--- src/sv/mpmp_pkg.sv ---
// types and constants shared by the min-plus matrix product block
package mpmp_pkg;

  localparam int MAX_DIM  = 16;
  localparam int WEIGHT_W = 32;
  localparam int CFG_W    = $clog2(MAX_DIM + 1);
  localparam int IDX_W    = $clog2(MAX_DIM);
  localparam int VALUE_W  = WEIGHT_W;
  localparam int TYPE_W   = 2;
  localparam logic [CFG_W-1:0] DIM_RESET = CFG_W'(MAX_DIM);

  typedef enum logic [TYPE_W-1:0] {
    REQ_WR_A    = 2'd0,
    REQ_WR_B    = 2'd1,
    REQ_COMPUTE = 2'd2
  } req_type_t;

  typedef enum logic [1:0] {
    ST_IDLE,
    ST_RUN,
    ST_WAIT,
    ST_EMIT
  } state_t;

  typedef struct packed {
    logic [TYPE_W-1:0]  req_type;
    logic [IDX_W-1:0]   row;
    logic [IDX_W-1:0]   col;
    logic [VALUE_W-1:0] weight;
  } in_req_t;

  typedef struct packed {
    logic [IDX_W-1:0]   out_row;
    logic [IDX_W-1:0]   out_col;
    logic [VALUE_W-1:0] out_value;
    logic               last;
  } out_res_t;

  typedef struct packed {
    logic vld;
    logic first;
    logic last;
  } acc_ctl_t;

endpackage

--- src/sv/mpmp_acc.sv ---
// saturating add and running minimum over one product column
module mpmp_acc #(
  parameter int WEIGHT_W = 32
) (
  input  logic                  clk,
  input  logic                  rst_n,
  input  mpmp_pkg::acc_ctl_t    ctl,
  input  logic [WEIGHT_W-1:0]   a,
  input  logic [WEIGHT_W-1:0]   b,
  output logic [WEIGHT_W-1:0]   best,
  output logic                  done
);

  localparam logic [WEIGHT_W-1:0] INF = '1;

  logic [WEIGHT_W:0]    sum;
  logic [WEIGHT_W-1:0]  term;
  logic [WEIGHT_W-1:0]  term_r;
  logic [WEIGHT_W-1:0]  best_r;
  mpmp_pkg::acc_ctl_t   tctl_r;
  logic                 done_r;

  // any infinite operand pushes the sum to or past the infinity code
  always_comb begin
    sum  = {1'b0, a} + {1'b0, b};
    term = (sum >= {1'b0, INF}) ? INF : sum[WEIGHT_W-1:0];
  end

  always_ff @(posedge clk) begin
    if (!rst_n) begin
      tctl_r <= '0;
      done_r <= 1'b0;
    end else begin
      tctl_r <= ctl;
      done_r <= tctl_r.vld && tctl_r.last;
    end
  end

  always_ff @(posedge clk) begin
    term_r <= term;
    if (tctl_r.vld && (tctl_r.first || (term_r < best_r))) begin
      best_r <= term_r;
    end
  end

  assign best = best_r;
  assign done = done_r;

endmodule
--- config.mk ---
export PLATFORM = sky130hd
export DESIGN_NAME = mpmp_acc
export DESIGN_NICKNAME = d
export VERILOG_FILES = /design/src/sv/mpmp_pkg.sv /design/src/sv/mpmp_acc.sv
export SDC_FILE = /design/constraint.sdc
export NUM_CORES = 1
export LEC_CHECK = 0
export ABC_AREA = 1
export BUFFER_PORTS_ARGS = -buffer_cell sky130_fd_sc_hd__buf_2
export CORE_ASPECT_RATIO = 0.6
export CORE_MARGIN = 4
export CORE_UTILIZATION = 60
export DETAILED_ROUTE_END_ITERATION = 10
export PLACE_DENSITY = 0.89
export SYNTH_ARGS = -nofsm -noshare
export SYNTH_HDL_FRONTEND = slang
export SYNTH_SLANG_ARGS = --single-unit
--- constraint.sdc ---
create_clock -name clk -period 5.6 [get_ports clk]
set_clock_uncertainty 0.05 [all_clocks]
set_input_delay 0.84 -clock clk [delete_from_list [all_inputs] [get_ports clk]]
set_output_delay 0.84 -clock clk [all_outputs]
set_load 0.005 [all_outputs]
==> results.ini, run 1 <==
[critical_path]
path_cells = buf_2 > ha_1 > fa_1 > nand3_1 > nand3_1 > nand3_1 > nand3_1 > nand3_1 > nand2_1 > nand3_1 > nand2_1 > a21oi_4 > nand3_2
cp-start-kind = input port
cpMostUsedCell = nand3_1
cp_slowest_cell = a21oi_4
timing.rr.start = best[1]
critPathMaxStageDelay_ns = 0.94
cp-end-kind = flop
crit_fanout = 32
cp.buffers_inverters = 1
path_class = input port to flop
crit_family = simple AND/OR/NAND/NOR gates
required_ns = 5.70
cp_data_arrival_time_ns = 3.58
critPathLaunch = a[0]

[place]
io_buffers = 101
dp_hpwl_mm = 10.7
dpl_cell_area_sq_um = 6010
gp_congestion = 0.941

[timing]
rsz0062_at_grt = no
timing.hold.ws_ns = 0.389
worst_pin_slew_ns = 1.21
fin_crit_sh = 0.621
max_slew_margin = 0.193
post-route-min-period_ns = 3.48
fmax_mhz = 287
setup_tns_ns = 0
slew_violations = 0
final-hold-violation-count = 0
setup_viol = 0

[cts]
holdBufCountCts = 0
clockBufferDepth = 2
cts_setup_buffers = 0
root_buffer = clkbuf_16
numCtsBuffers = 9
h-tree-depth = 3
clk-insertion-delay-late_ns = 0.33
path_clk_slew_ns = 0.06
cts_sinks = 68
cts_tree = yes
post_cts.resized_instances = 0

[grt]
grt_pass1_vias = 4606
grt_pass1_wl_mm = 22.0
overflow = 0
grtUsageTotal = 0.262
grt_max_degree = 33
antenna_found_initial = 0

[layout]
final_cell_mix = 250 x nand2_1, 158 x inv_1, 101 x buf_2
design_area_sq_um = 6350
layout_commonest_cell = nand2_1
final_util = 0.734
drive_above_1_share = 0.172
antenna_cells = 0
area_growth_pct = 17.5
nets = 1017

[die]
initial_core_util = 0.625
die_x_microns = 131
rows = 26
die_area_sq_um = 10600
core-area_sq_um = 8650
ios = 102
fp.dieH_microns = 81.5

[power_and_ir_drop]
p_comb_frac = 0.291
p_seq_frac = 0.355
switchingPower_uw = 568
internal-power_uw = 1200
switching_share = 0.321
p_total_uw = 1770
clkPwrFrac = 0.354
peakVddDrop_uv = 164
leakage_uw = 0.00359
p_per_area_nw_per_um2 = 279

[synth]
syn_area_sq_um = 5410
syn_inst = 778
synth_area_per_cell_sq_um = 6.95
ys_warn_count = 0
ys_ff_latch = 68
syn-num-nets = 911
synthDistinctLibCells = 32
synth_seq_area_share = 0.311

[drt]
drt_iter0_drc = 461
num_vias = 5198
antenna_left = 0
drc = 0
wl_mm = 13.4
routedWlPerCell_microns = 13.4
vias_per_cell = 5.19
firstDrtPassIters = 5

[hold_path]
hold_path_class = flop to flop
hp-start = term_r[27]

[job]
drv_cap = 0

[outcome]
outcome = finished, final reports clean

worst reg2reg max path, stage by stage (launching register included):
cell and delay [ns]:
edfxtp_1 0.41, inv_1 0.08, ha_1 0.22, o21ai_0 0.09
nand2_1 0.08, nand3_1 0.07, a21oi_1 0.07, o211ai_1 0.16
nand2_1 0.10, nand3_1 0.08, a21oi_1 0.07, nor2_2 0.26
buf_4 0.40
path summary, 6_finish.rpt:
kind | slack [ns] | depth (start not counted) | end
setup / recovery | 2.12 | 13 | term_r[15]
hold / removal | 0.39 | 0 | best[27]
setup reg to reg | 3.12 | 12 | best[7]
hold reg to reg | 0.39 | 0 | best[27]
power groups by stage:
stage	Combinational, uW	Sequential (uW)	Clock, uW
2_1_floorplan	353	624	0
3_3_place_gp	479	632	0
3_5_place_dp	494	635	0
4_1_cts	507	627	628
5_1_grt	588	633	649
6_report	515	628	626
stage by stage:
step	worst slack (ns)	std cells
after floorplan	2.54	778
after global placement	1.92	985
after detailed placement	1.82	985
after CTS	2.13	1001
after global routing	1.83	1001
final	2.12	1001
synth_stat cells:
master | count | area, sq um
buf_2 | 4 | 20.0
a21oi_1 | 44 | 220
nor2_1 | 50 | 188
o21ai_0 | 8 | 40.0
dfxtp_1 | 36 | 721
o211ai_1 | 2 | 15.0
nor4_1 | 1 | 6.26
edfxtp_1 | 32 | 961
fa_1 | 1 | 20.0
o31ai_1 | 1 | 7.51
nand3_2 | 30 | 300
nand3_1 | 48 | 240
xor2_1 | 1 | 8.76
xnor2_1 | 1 | 8.76
a21oi_2 | 1 | 8.76
nand3b_1 | 10 | 75.1
ha_1 | 63 | 788
nand2_1 | 250 | 938
inv_1 | 158 | 593
a21o_1 | 1 | 7.51
buf_6 | 3 | 33.8
or2_0 | 1 | 6.26
nand2_2 | 2 | 12.5
o21a_1 | 1 | 7.51
nand4_1 | 9 | 56.3
a21boi_0 | 1 | 7.51
o221ai_1 | 1 | 8.76
o21bai_1 | 4 | 30.0
and3_1 | 1 | 6.26
nor3_1 | 10 | 50.1
nor2_2 | 2 | 12.5
and2_1 | 1 | 6.26
final cells by class:
cell class / count / area (sq um)
multi-input combinational: 545 / 3090
timing repair buffer: 102 / 513
clock inverter: 5 / 81.3
clock buffer: 11 / 254
fill: 700 / 2300
tap: 112 / 140
sequential: 68 / 1680
inverter: 158 / 593
sequential cells by signal (all words and copies together), names as in the netlist:
register	cells
tctl_r	3
best	32
term_r	32
done	1
logic make-up (layout without fill, tap and decap cells):
logic type | count (synthesis) | count (layout) | share of synthesized area
simple gates | 415 | 415 | 0.351
fa+ha+maj | 64 | 64 | 0.150
compound gates | 64 | 64 | 0.0653
xor+xnor | 2 | 2 | 0.00324
buf+inv | 165 | 276 | 0.120
flops | 68 | 68 | 0.311
per-layer routing:
metal	vias to the layer above	share of wire	global-route usage	wire length [microns]
li1	2688	-	-	-
met1	2250	0.50	0.391	6710
met2	235	0.39	0.381	5260
met3	25	0.092	0.0533	1230
met4	0	0.017	0.0719	235
met5	-	0	0	0
Power figures use the tool's default switching activity.
==> run 2: changes to the inputs <==
Settings changed: CORE_UTILIZATION 60 to 57, PLACE_DENSITY 0.89 to 0.86.
Clock period 5.6 ns to 3.3 ns, I/O delays scaled along.
==> results.ini, run 2 (same netlist as run 1, synthesis figures left out) <==
[drt]
num_vias = 5175  ; -0.44%
vias_per_cell = 5.06  ; -2.5%
routedWlPerCell_microns = 12.9  ; -3.6%
drc = 0  ; unchanged
firstDrtPassIters = 5  ; unchanged
wl_mm = 13.2  ; -1.6%
antenna_left = 0  ; unchanged
drt_iter0_drc = 320  ; -31%

[critical_path]
critPathMaxStageDelay_ns = 0.45  ; -0.49 ns
crit_family = simple AND/OR/NAND/NOR gates
cp-start-kind = input port
cp_data_arrival_time_ns = 2.76  ; -0.82 ns
crit_fanout = 17  ; -47%
path_class = input port to flop
path_cells = buf_2 > ha_1 > fa_1 > nand3_1 > nand3_1 > nand2_1 > nand2_1 > nand2_1 > nand2_1 > nand2_1 > nand3b_1 > nand2_1 > nor2_1 > nand2_1 > nor2_2 > nand2_2 > buf_4 > nand3_2
cpMostUsedCell = nand2_1
required_ns = 3.45  ; -2.25 ns
cp.buffers_inverters = 2  ; +1
cp-end-kind = flop
cp_slowest_cell = fa_1

[timing]
timing.hold.ws_ns = 0.304  ; -0.0847 ns
setup_tns_ns = 0  ; unchanged
max_slew_margin = 0.727  ; +0.533
slew_violations = 0  ; unchanged
worst_pin_slew_ns = 0.410  ; -0.797 ns
rsz0062_at_grt = no
final-hold-violation-count = 0  ; unchanged
fmax_mhz = 383
setup_viol = 0  ; unchanged
fin_crit_sh = 0.790
post-route-min-period_ns = 2.61

[power_and_ir_drop]
p_seq_frac = 0.375  ; +0.020
internal-power_uw = 1910  ; +59%
leakage_uw = 0.00359  ; about the same
clkPwrFrac = 0.319  ; -0.035
p_total_uw = 2840  ; +61%
switching_share = 0.328  ; +0.00718
peakVddDrop_uv = 371  ; +130%
switchingPower_uw = 932  ; +64%
p_comb_frac = 0.306  ; +0.015
p_per_area_nw_per_um2 = 447  ; +60%

[cts]
path_clk_slew_ns = 0.05  ; about the same
holdBufCountCts = 0  ; unchanged
cts_tree = yes
root_buffer = clkbuf_16
numCtsBuffers = 9  ; unchanged
cts_setup_buffers = 0  ; unchanged
clk-insertion-delay-late_ns = 0.33  ; about the same
cts_sinks = 68  ; unchanged
h-tree-depth = 3  ; unchanged
post_cts.resized_instances = 0  ; unchanged
clockBufferDepth = 2  ; unchanged

[layout]
multi_input_area_sq_um = 3090  ; unchanged
layout_commonest_cell = nand2_1
drive_above_1_share = 0.174  ; +0.00166
area_growth_pct = 17.7
final_cell_mix = 250 x nand2_1, 158 x inv_1, 101 x buf_2
seq_area_sq_um = 1680  ; unchanged
nets = 1020  ; +0.29%
antenna_cells = 0  ; unchanged
fin_cells = 1022  ; +2.1%
fillers = 815  ; +16%
design_area_sq_um = 6360  ; +0.18%

[grt]
grt_max_degree = 33  ; unchanged
antenna_found_initial = 0  ; unchanged
grtUsageTotal = 0.238  ; -0.0238
grt_pass1_wl_mm = 21.9  ; -0.69%
grt_pass1_vias = 4696  ; +2.0%
overflow = 0  ; unchanged

[job]
drv_cap = 0  ; unchanged

[die]
die_x_microns = 134  ; +2.4%
fp.dieH_microns = 83.4  ; +2.3%
rows = 27  ; +3.8%
ios = 102  ; unchanged
initial_core_util = 0.588  ; -0.0364
die_area_sq_um = 11200  ; +4.8%
core-area_sq_um = 9190  ; +6.2%

[outcome]
outcome = finished, final reports clean

[place]
gp_congestion = 0.921  ; -2.0%
dpl_cell_area_sq_um = 6070  ; +0.96%
io_buffers = 101  ; unchanged
dp.cells = 1006  ; +2.1%
dp_hpwl_mm = 10.9  ; +1.8%

[hold_path]
hold_path_class = input port to flop

==> run 2: per-stage QoR <==
stage,util,setup slack (ns)
floorplan,-,0.235
global placement,0.661,0.481
detailed placement,0.661,0.375
CTS,0.692,0.703
global route,0.692,0.467
finish,0.692,0.692
==> run 2: final timing paths <==
path	start	endpoint	slack [ns]	cells after the start
max	a[0]	term_r[14]	0.69	18
min	ctl[1]	tctl_r[1]	0.30	3
max reg2reg	best[17]	best[0]	1.01	10
min reg2reg	term_r[15]	best[15]	0.39	0
==> run 2: worst reg2reg max path, stage by stage, from the launching register on <==
cell and delay [ns]:
edfxtp_1 0.38, inv_1 0.06, ha_1 0.32, a21oi_1 0.18
o21ai_0 0.10, nand2_1 0.07, o211ai_1 0.08, a21oi_1 0.15
a21oi_1 0.09, nor2_2 0.07, buf_4 0.37
==> run 2: metal layers <==
layer  GRT usage  vias to the layer above  wire length [microns]
met2       0.340                      214                   4970
li1            -                     2687                      -
met3      0.0375                       16                   1130
met4      0.0700                        0                    200
met1       0.366                     2258                   6920
met5           0                        -                      0
==> run 2: area by class of cell <==
| type | count | area share |
|---|---|---|
| Timing Repair Buffer | 105 | 0.0862 |
| Tap cell | 130 | 0.0256 |
| Clock inverter | 3 | 0.00275 |
| Sequential cell | 68 | 0.264 |
| Inverter | 158 | 0.0932 |
| Clock buffer | 13 | 0.0427 |
| Multi-Input combinational cell | 545 | 0.485 |
==> run 2: power by group through the flow <==
stage | clock network (uW) | logic, uW | registers [uW]
6_report | 905 | 870 | 1070
4_1_cts | 915 | 860 | 1060
5_1_grt | 956 | 989 | 1080
3_3_place_gp | 0 | 819 | 1070
3_5_place_dp | 0 | 844 | 1080
2_1_floorplan | 0 | 599 | 1060
==> run 3: changes to the inputs <==
Settings changed: CORE_UTILIZATION 57 to 51, PLACE_DENSITY 0.86 to 0.81.
Clock period 3.3 ns to 2.3 ns, I/O delays scaled along.
==> results.ini, run 3 (same netlist as run 1, synthesis figures left out) <==
[die]
ios = 102  ; unchanged
die_x_microns = 141  ; +5.4%
rows = 28  ; +3.7%
die_area_sq_um = 12400  ; +11%
initial_core_util = 0.536  ; -0.0525
fp.dieH_microns = 87.7  ; +5.2%
core-area_sq_um = 10100  ; +9.8%

[grt]
overflow = 0  ; unchanged
grt_max_degree = 33  ; unchanged
antenna_found_initial = 0  ; unchanged
grt_pass1_vias = 4889  ; +4.1%
grt_pass1_wl_mm = 22.9  ; +4.9%
grtUsageTotal = 0.229  ; -0.00928

[timing]
slew_violations = 0  ; unchanged
fmax_mhz = 445
rsz0062_at_grt = yes
max_slew_margin = 0.697  ; -0.0292
final-hold-violation-count = 0  ; unchanged
setup_tns_ns = 0  ; unchanged
post-route-min-period_ns = 2.25
worst_pin_slew_ns = 0.450  ; +0.0397 ns
setup_viol = 0  ; unchanged
fin_crit_sh = 0.978

[hold_path]
min_path_cells = 3  ; unchanged
hold_path_class = input port to flop

[layout]
design_area_sq_um = 7560  ; +19%
final_cell_mix = 225 x nand2_1, 158 x inv_1, 99 x buf_2
drive_above_1_share = 0.345  ; +0.171
area_growth_pct = 39.8
layout_commonest_cell = nand2_1
antenna_cells = 0  ; unchanged
nets = 1099  ; +7.7%

[drt]
num_vias = 5684  ; +9.8%
vias_per_cell = 5.14  ; +1.5%
drt_iter0_drc = 370  ; +16%
firstDrtPassIters = 7  ; +2
antenna_left = 0  ; unchanged
routedWlPerCell_microns = 14.2  ; +9.4%
wl_met3_mm = 1.66  ; +46%
wl_met1_mm = 7.22  ; +4.4%
drc = 0  ; unchanged
met2_length_mm = 6.64  ; +34%
wl_mm = 15.7  ; +18%
maxUsedRoutingLayer = met4

[cts]
root_buffer = clkbuf_16
clockBufferDepth = 2  ; unchanged
cts_sinks = 68  ; unchanged
clk-insertion-delay-late_ns = 0.33  ; about the same
numCtsBuffers = 9  ; unchanged
h-tree-depth = 3  ; unchanged
path_clk_slew_ns = 0.05  ; about the same
cts_tree = yes
holdBufCountCts = 0  ; unchanged

[critical_path]
ff2ff_path_depth = 10  ; unchanged
required_ns = 2.52  ; -0.93 ns
cp-start-kind = input port
crit_fanout = 7  ; -10
path_class = input port to flop
cp_data_arrival_time_ns = 2.47  ; -0.29 ns
cp-end-kind = flop

[place]
io_buffers = 101  ; unchanged
dpl_cell_area_sq_um = 6640  ; +9.4%
gp_congestion = 0.926  ; +0.52%
dp_hpwl_mm = 11.6  ; +6.6%

[power_and_ir_drop]
clkPwrFrac = 0.278  ; -0.041
p_per_area_nw_per_um2 = 592  ; +33%
switching_share = 0.340  ; +0.0116
leakage_uw = 0.00404  ; +13%
peakVddDrop_uv = 631  ; +70%
p_comb_frac = 0.380  ; +0.074
internal-power_uw = 2960  ; +55%
switchingPower_uw = 1520  ; +63%
p_seq_frac = 0.342  ; -0.033

[job]
drv_cap = 0  ; unchanged

[outcome]
outcome = finished, final reports clean

[run 3: final cells by class]
type | instances | area [sq um]
repair buffers | 184 | 1250
multi-input cells | 545 | 3600
flip-flops and latches | 68 | 1680
fillers | 684 | 2530
inverters | 158 | 593
clock inverters | 4 | 22.5
well taps | 135 | 169
clock buffers | 12 | 246
[run 3: stage by stage]
| step | std cells | setup slack (ns) | utilization | total power (uW) | hold WS (ns) |
|---|---|---|---|---|---|
| after floorplan | 778 | 0.0391 | - | 2390 | 0.353 |
| after CTS | 1096 | 0.0441 | 0.685 | 4250 | 0.152 |
| final | 1106 | 0.0508 | 0.749 | 4470 | 0.158 |
| after global routing | 1106 | -0.102 | 0.749 | 4720 | 0.172 |
| after detailed placement | 1080 | -0.294 | 0.658 | 3000 | 0.371 |
| after global placement | 1080 | -0.214 | 0.658 | 2940 | 0.376 |
[run 3: worst paths after layout]
kind / start / end / slack (ns)
worst max-delay path: b[8] / term_r[22] / 0.05
worst min-delay path: ctl[1] / tctl_r[1] / 0.16
worst max register to register: best[5] / best[25] / 0.09
worst min register to register: term_r[31] / best[31] / 0.39
[run 3: worst max-delay path: stages]
cell       delay (ns)
buf_2            0.10
ha_2             0.38
nand2_2          0.14
nor2_1           0.17
nand3_1          0.17
nand3_1          0.18
nand2_1          0.07
nand2_1          0.10
nand3_2          0.10
nor2_4           0.13
nand3_2          0.09
nor2_4           0.14
nand2_4          0.11
clkbuf_16        0.19
nand3_2          0.06
[run 3: repair_timing]
action                     4_1_cts  5_1_grt
hold endpoints to repair         0        0
resized for setup                0      119
setup endpoints to repair        0       64
buffers inserted                 0        5
[run 3: power groups by stage]
| stage | clock (uW) | combinational (uW) | sequential, uW |
|---|---|---|---|
| floorplan | 0 | 872 | 1520 |
| global placement | 0 | 1400 | 1540 |
| detailed placement | 0 | 1450 | 1550 |
| CTS | 1250 | 1470 | 1530 |
| global route | 1300 | 1880 | 1540 |
| finish | 1250 | 1700 | 1530 |
[run 3: layer usage]
metal	up-vias	global-route usage
met3	20	0.0306
li1	2861	-
met5	-	0
met4	0	0.0528
met2	289	0.344
met1	2514	0.349
